$ cat src/rtl/spq_pkg.sv
`timescale 1ns / 1ps

package spq_pkg;

  localparam int DEPTH      = 16;
  localparam int KEY_BITS   = 16;
  localparam int VALUE_BITS = 32;
  localparam int IDX_W      = $clog2(DEPTH);
  localparam int CNT_W      = $clog2(DEPTH + 1);
  localparam int OP_W       = 2;
  localparam int STATUS_W   = 2;

  typedef enum logic [OP_W-1:0] {
    OP_INSERT  = 2'd0,
    OP_REMOVE  = 2'd1,
    OP_EXTRACT = 2'd2,
    OP_CHANGE  = 2'd3
  } op_t;

  typedef enum logic [STATUS_W-1:0] {
    ST_OK    = 2'd0,
    ST_FULL  = 2'd1,
    ST_RANGE = 2'd2
  } status_t;

  // Command broadcast to every cell of the row
  typedef struct packed {
    logic                  upd;     // apply this operation
    logic                  rm;      // close the gap at idx
    logic                  ins;     // place key/value at its sorted position
    logic [IDX_W-1:0]      idx;
    logic [CNT_W-1:0]      cnt_rm;  // occupancy once the gap is closed
    logic [KEY_BITS-1:0]   key;
    logic [VALUE_BITS-1:0] value;
  } cmd_t;

endpackage

$ cat src/rtl/spq_cell.sv
`timescale 1ns / 1ps

module spq_cell
  import spq_pkg::*;
(
  input  logic                  clk,
  input  logic [IDX_W-1:0]      cell_pos,
  input  cmd_t                  cmd,
  input  logic [KEY_BITS-1:0]   left_key,
  input  logic [VALUE_BITS-1:0] left_value,
  input  logic                  left_flag,
  input  logic [KEY_BITS-1:0]   right_key,
  input  logic [VALUE_BITS-1:0] right_value,
  output logic                  flag,
  output logic [KEY_BITS-1:0]   key,
  output logic [VALUE_BITS-1:0] value
);

  logic [KEY_BITS-1:0]   key_r, key_nxt;
  logic [VALUE_BITS-1:0] value_r, value_nxt;
  logic                  shift_in;
  logic                  prev_own;
  logic                  a_valid;
  logic [KEY_BITS-1:0]   a_key, p_key;
  logic [VALUE_BITS-1:0] a_value, p_value;

  // a_*: this position once the gap is closed; p_*: the position to the left of it
  always_comb begin
    shift_in = cmd.rm && (cell_pos >= cmd.idx);
    prev_own = cmd.rm && (cell_pos > cmd.idx);
    a_key    = shift_in ? right_key   : key_r;
    a_value  = shift_in ? right_value : value_r;
    p_key    = prev_own ? key_r   : left_key;
    p_value  = prev_own ? value_r : left_value;
    a_valid  = CNT_W'(cell_pos) < cmd.cnt_rm;
    // set from the insert position onwards (ordering is monotone along the row)
    flag     = !a_valid || (a_key > cmd.key);

    key_nxt   = a_key;
    value_nxt = a_value;
    if (cmd.ins) begin
      if (flag && !left_flag) begin
        key_nxt   = cmd.key;
        value_nxt = cmd.value;
      end else if (flag) begin
        key_nxt   = p_key;
        value_nxt = p_value;
      end
    end
  end

  always_ff @(posedge clk) begin
    if (cmd.upd) begin
      key_r   <= key_nxt;
      value_r <= value_nxt;
    end
  end

  assign key   = key_r;
  assign value = value_r;

endmodule

$ cat src/rtl/sorted_array_priority_queue.sv
`timescale 1ns / 1ps
// An input transfer's result is registered into the output register.
// Throughput: one op per cycle unless stalled; OK ops update all cells that cycle.
// An input is taken while the output register is empty or being drained.
// Reset clears occupancy, sets capacity to 16 and empties the output register;
// entry contents are not reset.

module sorted_array_priority_queue
  import spq_pkg::*;
(
  input  logic                  clk,
  input  logic                  rst_n,
  input  logic                  cfg_valid,
  output logic                  cfg_ready,
  input  logic [CNT_W-1:0]      cfg_data,
  input  logic                  in_valid,
  output logic                  in_ready,
  input  logic [OP_W-1:0]       in_opcode,
  input  logic [KEY_BITS-1:0]   in_new_key,
  input  logic [VALUE_BITS-1:0] in_new_value,
  input  logic [IDX_W-1:0]      in_entry_index,
  output logic                  out_valid,
  input  logic                  out_ready,
  output logic [VALUE_BITS-1:0] out_value,
  output logic [STATUS_W-1:0]   out_status,
  output logic [CNT_W-1:0]      out_occupancy
);

  logic [CNT_W-1:0]      count_r, count_nxt;
  logic [CNT_W-1:0]      cap_r;
  logic [CNT_W-1:0]      cap_eff;
  logic                  out_valid_r;
  logic [VALUE_BITS-1:0] out_value_r, value_res;
  status_t               out_status_r, status_res;
  logic [CNT_W-1:0]      out_occ_r;
  logic                  in_xfer;
  op_t                   op;
  logic [IDX_W-1:0]      sel_idx;
  logic [VALUE_BITS-1:0] sel_value;
  cmd_t                  cmd;

  logic [KEY_BITS-1:0]   cell_key   [DEPTH];
  logic [VALUE_BITS-1:0] cell_value [DEPTH];
  logic                  cell_flag  [DEPTH];

  assign cfg_ready = 1'b1;
  assign in_ready  = !out_valid_r || out_ready;
  assign in_xfer   = in_valid && in_ready;
  assign op        = op_t'(in_opcode);
  assign cap_eff   = (cap_r > CNT_W'(DEPTH)) ? CNT_W'(DEPTH) : cap_r;
  assign sel_idx   = (op == OP_EXTRACT) ? '0 : in_entry_index;
  assign sel_value = cell_value[sel_idx];

  always_comb begin
    status_res = ST_OK;
    value_res  = '0;
    count_nxt  = count_r;
    cmd.rm     = 1'b0;
    cmd.ins    = 1'b0;
    cmd.idx    = sel_idx;
    cmd.key    = in_new_key;
    cmd.value  = in_new_value;
    unique case (op) inside
      OP_INSERT: begin
        if (count_r >= cap_eff || count_r >= CNT_W'(DEPTH)) begin
          status_res = ST_FULL;
        end else begin
          cmd.ins   = 1'b1;
          count_nxt = count_r + 1'b1;
        end
      end
      OP_REMOVE, OP_EXTRACT: begin
        if (CNT_W'(sel_idx) >= count_r) begin
          status_res = ST_RANGE;
        end else begin
          cmd.rm    = 1'b1;
          value_res = sel_value;
          count_nxt = count_r - 1'b1;
        end
      end
      OP_CHANGE: begin
        if (CNT_W'(sel_idx) >= count_r) begin
          status_res = ST_RANGE;
        end else begin
          cmd.rm    = 1'b1;
          cmd.ins   = 1'b1;
          cmd.value = sel_value;
        end
      end
      default: status_res = ST_RANGE;
    endcase
    cmd.cnt_rm = count_r - CNT_W'(cmd.rm);
    cmd.upd    = in_xfer && (status_res == ST_OK);
  end

  for (genvar g = 0; g < DEPTH; g++) begin : g_cell
    logic [KEY_BITS-1:0]   lk, rk;
    logic [VALUE_BITS-1:0] lv, rv;
    logic                  lf;

    if (g == 0) begin : g_first
      assign lk = '0;
      assign lv = '0;
      assign lf = 1'b0;
    end else begin : g_mid_l
      assign lk = cell_key[g-1];
      assign lv = cell_value[g-1];
      assign lf = cell_flag[g-1];
    end

    if (g == DEPTH - 1) begin : g_last
      assign rk = '0;
      assign rv = '0;
    end else begin : g_mid_r
      assign rk = cell_key[g+1];
      assign rv = cell_value[g+1];
    end

    spq_cell u_cell (
      .clk         (clk),
      .cell_pos    (IDX_W'(g)),
      .cmd         (cmd),
      .left_key    (lk),
      .left_value  (lv),
      .left_flag   (lf),
      .right_key   (rk),
      .right_value (rv),
      .flag        (cell_flag[g]),
      .key         (cell_key[g]),
      .value       (cell_value[g])
    );
  end

  always_ff @(posedge clk) begin
    if (!rst_n) begin
      count_r     <= '0;
      cap_r       <= CNT_W'(DEPTH);
      out_valid_r <= 1'b0;
    end else begin
      if (cfg_valid && cfg_ready) begin
        cap_r <= cfg_data;
      end
      if (in_xfer) begin
        count_r     <= count_nxt;
        out_valid_r <= 1'b1;
      end else if (out_ready) begin
        out_valid_r <= 1'b0;
      end
    end
  end

  always_ff @(posedge clk) begin
    if (in_xfer) begin
      out_value_r  <= value_res;
      out_status_r <= status_res;
      out_occ_r    <= count_nxt;
    end
  end

  assign out_valid     = out_valid_r;
  assign out_value     = out_value_r;
  assign out_status    = out_status_r;
  assign out_occupancy = out_occ_r;

endmodule
$ cat config.mk
export PLATFORM = sky130hd
export DESIGN_NAME = sorted_array_priority_queue
export DESIGN_NICKNAME = d
export VERILOG_FILES = /design/src/rtl/spq_pkg.sv /design/src/rtl/spq_cell.sv /design/src/rtl/sorted_array_priority_queue.sv
export SDC_FILE = /design/constraint.sdc
export NUM_CORES = 2
export LEC_CHECK = 0
export BUFFER_PORTS_ARGS = -buffer_cell sky130_fd_sc_hd__buf_4
export CORE_MARGIN = 2
export CORE_UTILIZATION = 59
export DETAILED_ROUTE_END_ITERATION = 6
export GPL_ROUTABILITY_DRIVEN = 0
export PLACE_DENSITY_LB_ADDON = 0.2
export SLEW_MARGIN = 20
export SYNTH_ARGS = -nofsm -noshare
export SYNTH_HDL_FRONTEND = slang
export SYNTH_HIERARCHICAL = 1
export SYNTH_SLANG_ARGS = --single-unit
export TNS_END_PERCENT = 50
$ cat constraint.sdc
create_clock -name clk -period 8.83 [get_ports clk]
set_input_delay 0.4415 -clock clk [delete_from_list [all_inputs] [get_ports clk]]
set_output_delay 0.4415 -clock clk [all_outputs]
set_load 0.005 [all_outputs]
==> impl_metrics.json <==
{
  "max_h_tree_level": 3,
  "crit_arrival_ns": 7.54,
  "layout.filler_cells": 9745,
  "grt_pass1_wl_mm": 337,
  "post-route-min-period_ns": 7.08,
  "holdBufCountCts": 8,
  "ant_nets": 0,
  "timing.clock.skew_ns": 0.0705,
  "power_leakage_uw": 0.0353,
  "area.growth.synth_to_final_pct": 8.23,
  "fin_ws_ns": 1.75,
  "die_y_um": 354,
  "detailedPlacementHpwl_mm": 154,
  "drt_pass1_iterations": 6,
  "post_route_cells_drive_above_1_share_pct": 13.4,
  "critical_path_required_ns": 9.29,
  "maximum_number_of_buffers_from_clock_root_to_sink": 3,
  "detailedRoute.firstIterationViolations": 7307,
  "clk_transition_reported_paths_ns": 0.06,
  "timing.slew.headroom_pct": -5.51,
  "postSynthCellCount": 7164,
  "number_of_nets_at_the_end_of_the_flow": 7608,
  "startpoint_kind_of_the_worst_setup_timing_path": "flop",
  "criticalPathCategory": "flop to flop",
  "cts_setup_buffers": 0,
  "cts.sinks": 818,
  "grt_remaining_overflow": 0,
  "number_of_antenna_violations_at_the_first_check_in_global_routing": 1,
  "run_status": "finished, violations left",
  "layout.area.seq_um2": 24500,
  "grt_setup_unrepaired": "false",
  "track_usage_pct": 33.4,
  "drt-vias-per-instance": 6.71,
  "start_util_pct": 59.3,
  "peakVddDrop_mv": 0.189,
  "slew_violations": 36,
  "fin_tns_setup_ns": 0,
  "place_ws_ns": 1.21,
  "yosysWarningCount": 6,
  "number_of_buffers_added_by_the_clock_tree_synthesis_step": 99,
  "critPathCaptureType": "flop",
  "die_area_um2": 125000,
  "tritoncts": "done",
  "postRouteWirelength_mm": 216,
  "clock-root-buffer": "sky130_fd_sc_hd__clkbuf_16",
  "grt_start_max_net_pins": 174,
  "final_min_period_over_clock_period_pct": 80.2,
  "worstHoldPathType": "input pin to flop",
  "setup_viol_count_final": 0,
  "floorplan.core_area_um2": 122000,
  "synthesis.area_um2": 72100,
  "p_total_uw": 18600,
  "vias_in_the_first_global_route": 56300,
  "number_of_max_capacitance_violations_reported": 0,
  "count_of_port_buffers_added_during_placement": 104,
  "dieWidth_um": 354,
  "multiInputGateArea_um2": 44800,
  "drt_drc_violations_left": 0,
  "critical_path_peak_fanout": 117,
  "routed_wirelength_normalized_by_instance_count_um": 24.3,
  "hold_viol_final": 0,
  "power_per_cell_area_nw_per_um2": 238,
  "postSynthAreaPerCell_um2": 10.1,
  "final.hold.worst_slack_ns": 0.0446,
  "cts-resized-gates": 0,
  "via_count": 59500,
  "failed_checks": "max-slew violations",
  "tightestPinTransition_ns": 1.58,
  "rows": 128,
  "io-pin-count": 106,
  "highest_achievable_clock_rate_mhz": 141,
  "clk_latency_ns": 0.75
}
-- metrics by stage --
stage	std cells	cell area [um^2]	utilization [%]
after detailed placement	8674	74800	61.5
after global placement	8669	74600	61.4
after floorplan	7388	72900	-
final	8866	78000	64.2
after global routing	8866	78000	64.2
after CTS	8865	78000	64.2
-- flip-flops by register name (all words and copies together), names as in the netlist --
| register | cells |
|---|---|
| out_value | 32 |
| g_cell.u_cell/key | 256 |
| out_occupancy | 5 |
| cap_r | 5 |
| g_cell.u_cell/value | 512 |
| out_status | 2 |
| out_valid | 1 |
| count_r | 5 |
-- layout by cell type, fill, tap and decap left out, types with 60 or more instances in the layout --
master                      instances
sky130_fd_sc_hd__mux2i_1         1480
sky130_fd_sc_hd__edfxtp_1         807
sky130_fd_sc_hd__mux2_2           452
sky130_fd_sc_hd__inv_1            394
sky130_fd_sc_hd__o21ai_0          386
sky130_fd_sc_hd__ha_1             385
sky130_fd_sc_hd__nand2_1          384
sky130_fd_sc_hd__a21oi_1          361
sky130_fd_sc_hd__o211ai_1         273
sky130_fd_sc_hd__buf_4            247
sky130_fd_sc_hd__conb_1           226
sky130_fd_sc_hd__a31oi_1          198
sky130_fd_sc_hd__nor2b_1          156
sky130_fd_sc_hd__nand3_1          146
sky130_fd_sc_hd__nor3b_1          130
sky130_fd_sc_hd__nor2_1           127
sky130_fd_sc_hd__clkbuf_16        100
sky130_fd_sc_hd__a221oi_1          86
sky130_fd_sc_hd__a21o_1            84
sky130_fd_sc_hd__nand4b_1          61
sky130_fd_sc_hd__o311a_1           60
-- final cells by class --
| class | instances | area share (%) |
|---|---|---|
| multi-input combinational | 5577 | 57.5 |
| sequential | 818 | 31.3 |
| clock buffer | 133 | 3.46 |
| timing repair buffer | 262 | 2.63 |
| tap | 1625 | 2.61 |
| inverter | 400 | 1.92 |
| clock inverter | 50 | 0.585 |
| antenna | 1 | 0.00321 |
-- final timing paths --
kind / startpoint / endpoint / slack [ns] / cells after the start
min: cfg_valid / cap_r[2] / 0.04 / 3
max: count_r[2] / g_cell[1].u_cell/value[0] / 1.75 / 18
min reg2reg: cap_r[0] / cap_r[0] / 0.49 / 2
max reg2reg: count_r[2] / g_cell[1].u_cell/value[0] / 1.75 / 18
-- worst max-delay path: stages (launching register included) --
cell	delay, ns
sky130_fd_sc_hd__dfxtp_1	0.50
sky130_fd_sc_hd__clkinv_1	0.34
sky130_fd_sc_hd__ha_1	0.36
sky130_fd_sc_hd__a2111oi_4	0.70
sky130_fd_sc_hd__nor2_2	0.17
sky130_fd_sc_hd__nor2_4	0.16
sky130_fd_sc_hd__buf_12	0.48
sky130_fd_sc_hd__o21ai_4	0.41
sky130_fd_sc_hd__a21o_1	0.30
sky130_fd_sc_hd__ha_1	0.30
sky130_fd_sc_hd__nand4_1	0.21
sky130_fd_sc_hd__or4_1	0.57
sky130_fd_sc_hd__a21oi_1	0.19
sky130_fd_sc_hd__nor3_1	0.14
sky130_fd_sc_hd__o21ai_4	0.18
sky130_fd_sc_hd__buf_4	0.68
sky130_fd_sc_hd__buf_4	0.56
sky130_fd_sc_hd__mux2i_1	0.25
sky130_fd_sc_hd__mux2i_1	0.10
-- power breakdown --
part / internal, uW / total [uW] / switching (uW) / leakage [uW]
Clock: 2290 / 4060 / 1770 / 0.00152
Combinational: 3520 / 8630 / 5110 / 0.0262
Sequential: 5270 / 5890 / 626 / 0.00762
-- per-layer routing --
metal  GRT usage (%)  wire length (um)  part of all wire [%]  up-vias
met5               0                 0                     0        -
met4            10.3              5970                   2.8        0
met3            6.86             23100                    11      328
met2            49.6             92400                    43     2996
met1            48.7             94400                    44    28900
li1                -                 -                     -    27200
Power figures use the tool's default switching activity.
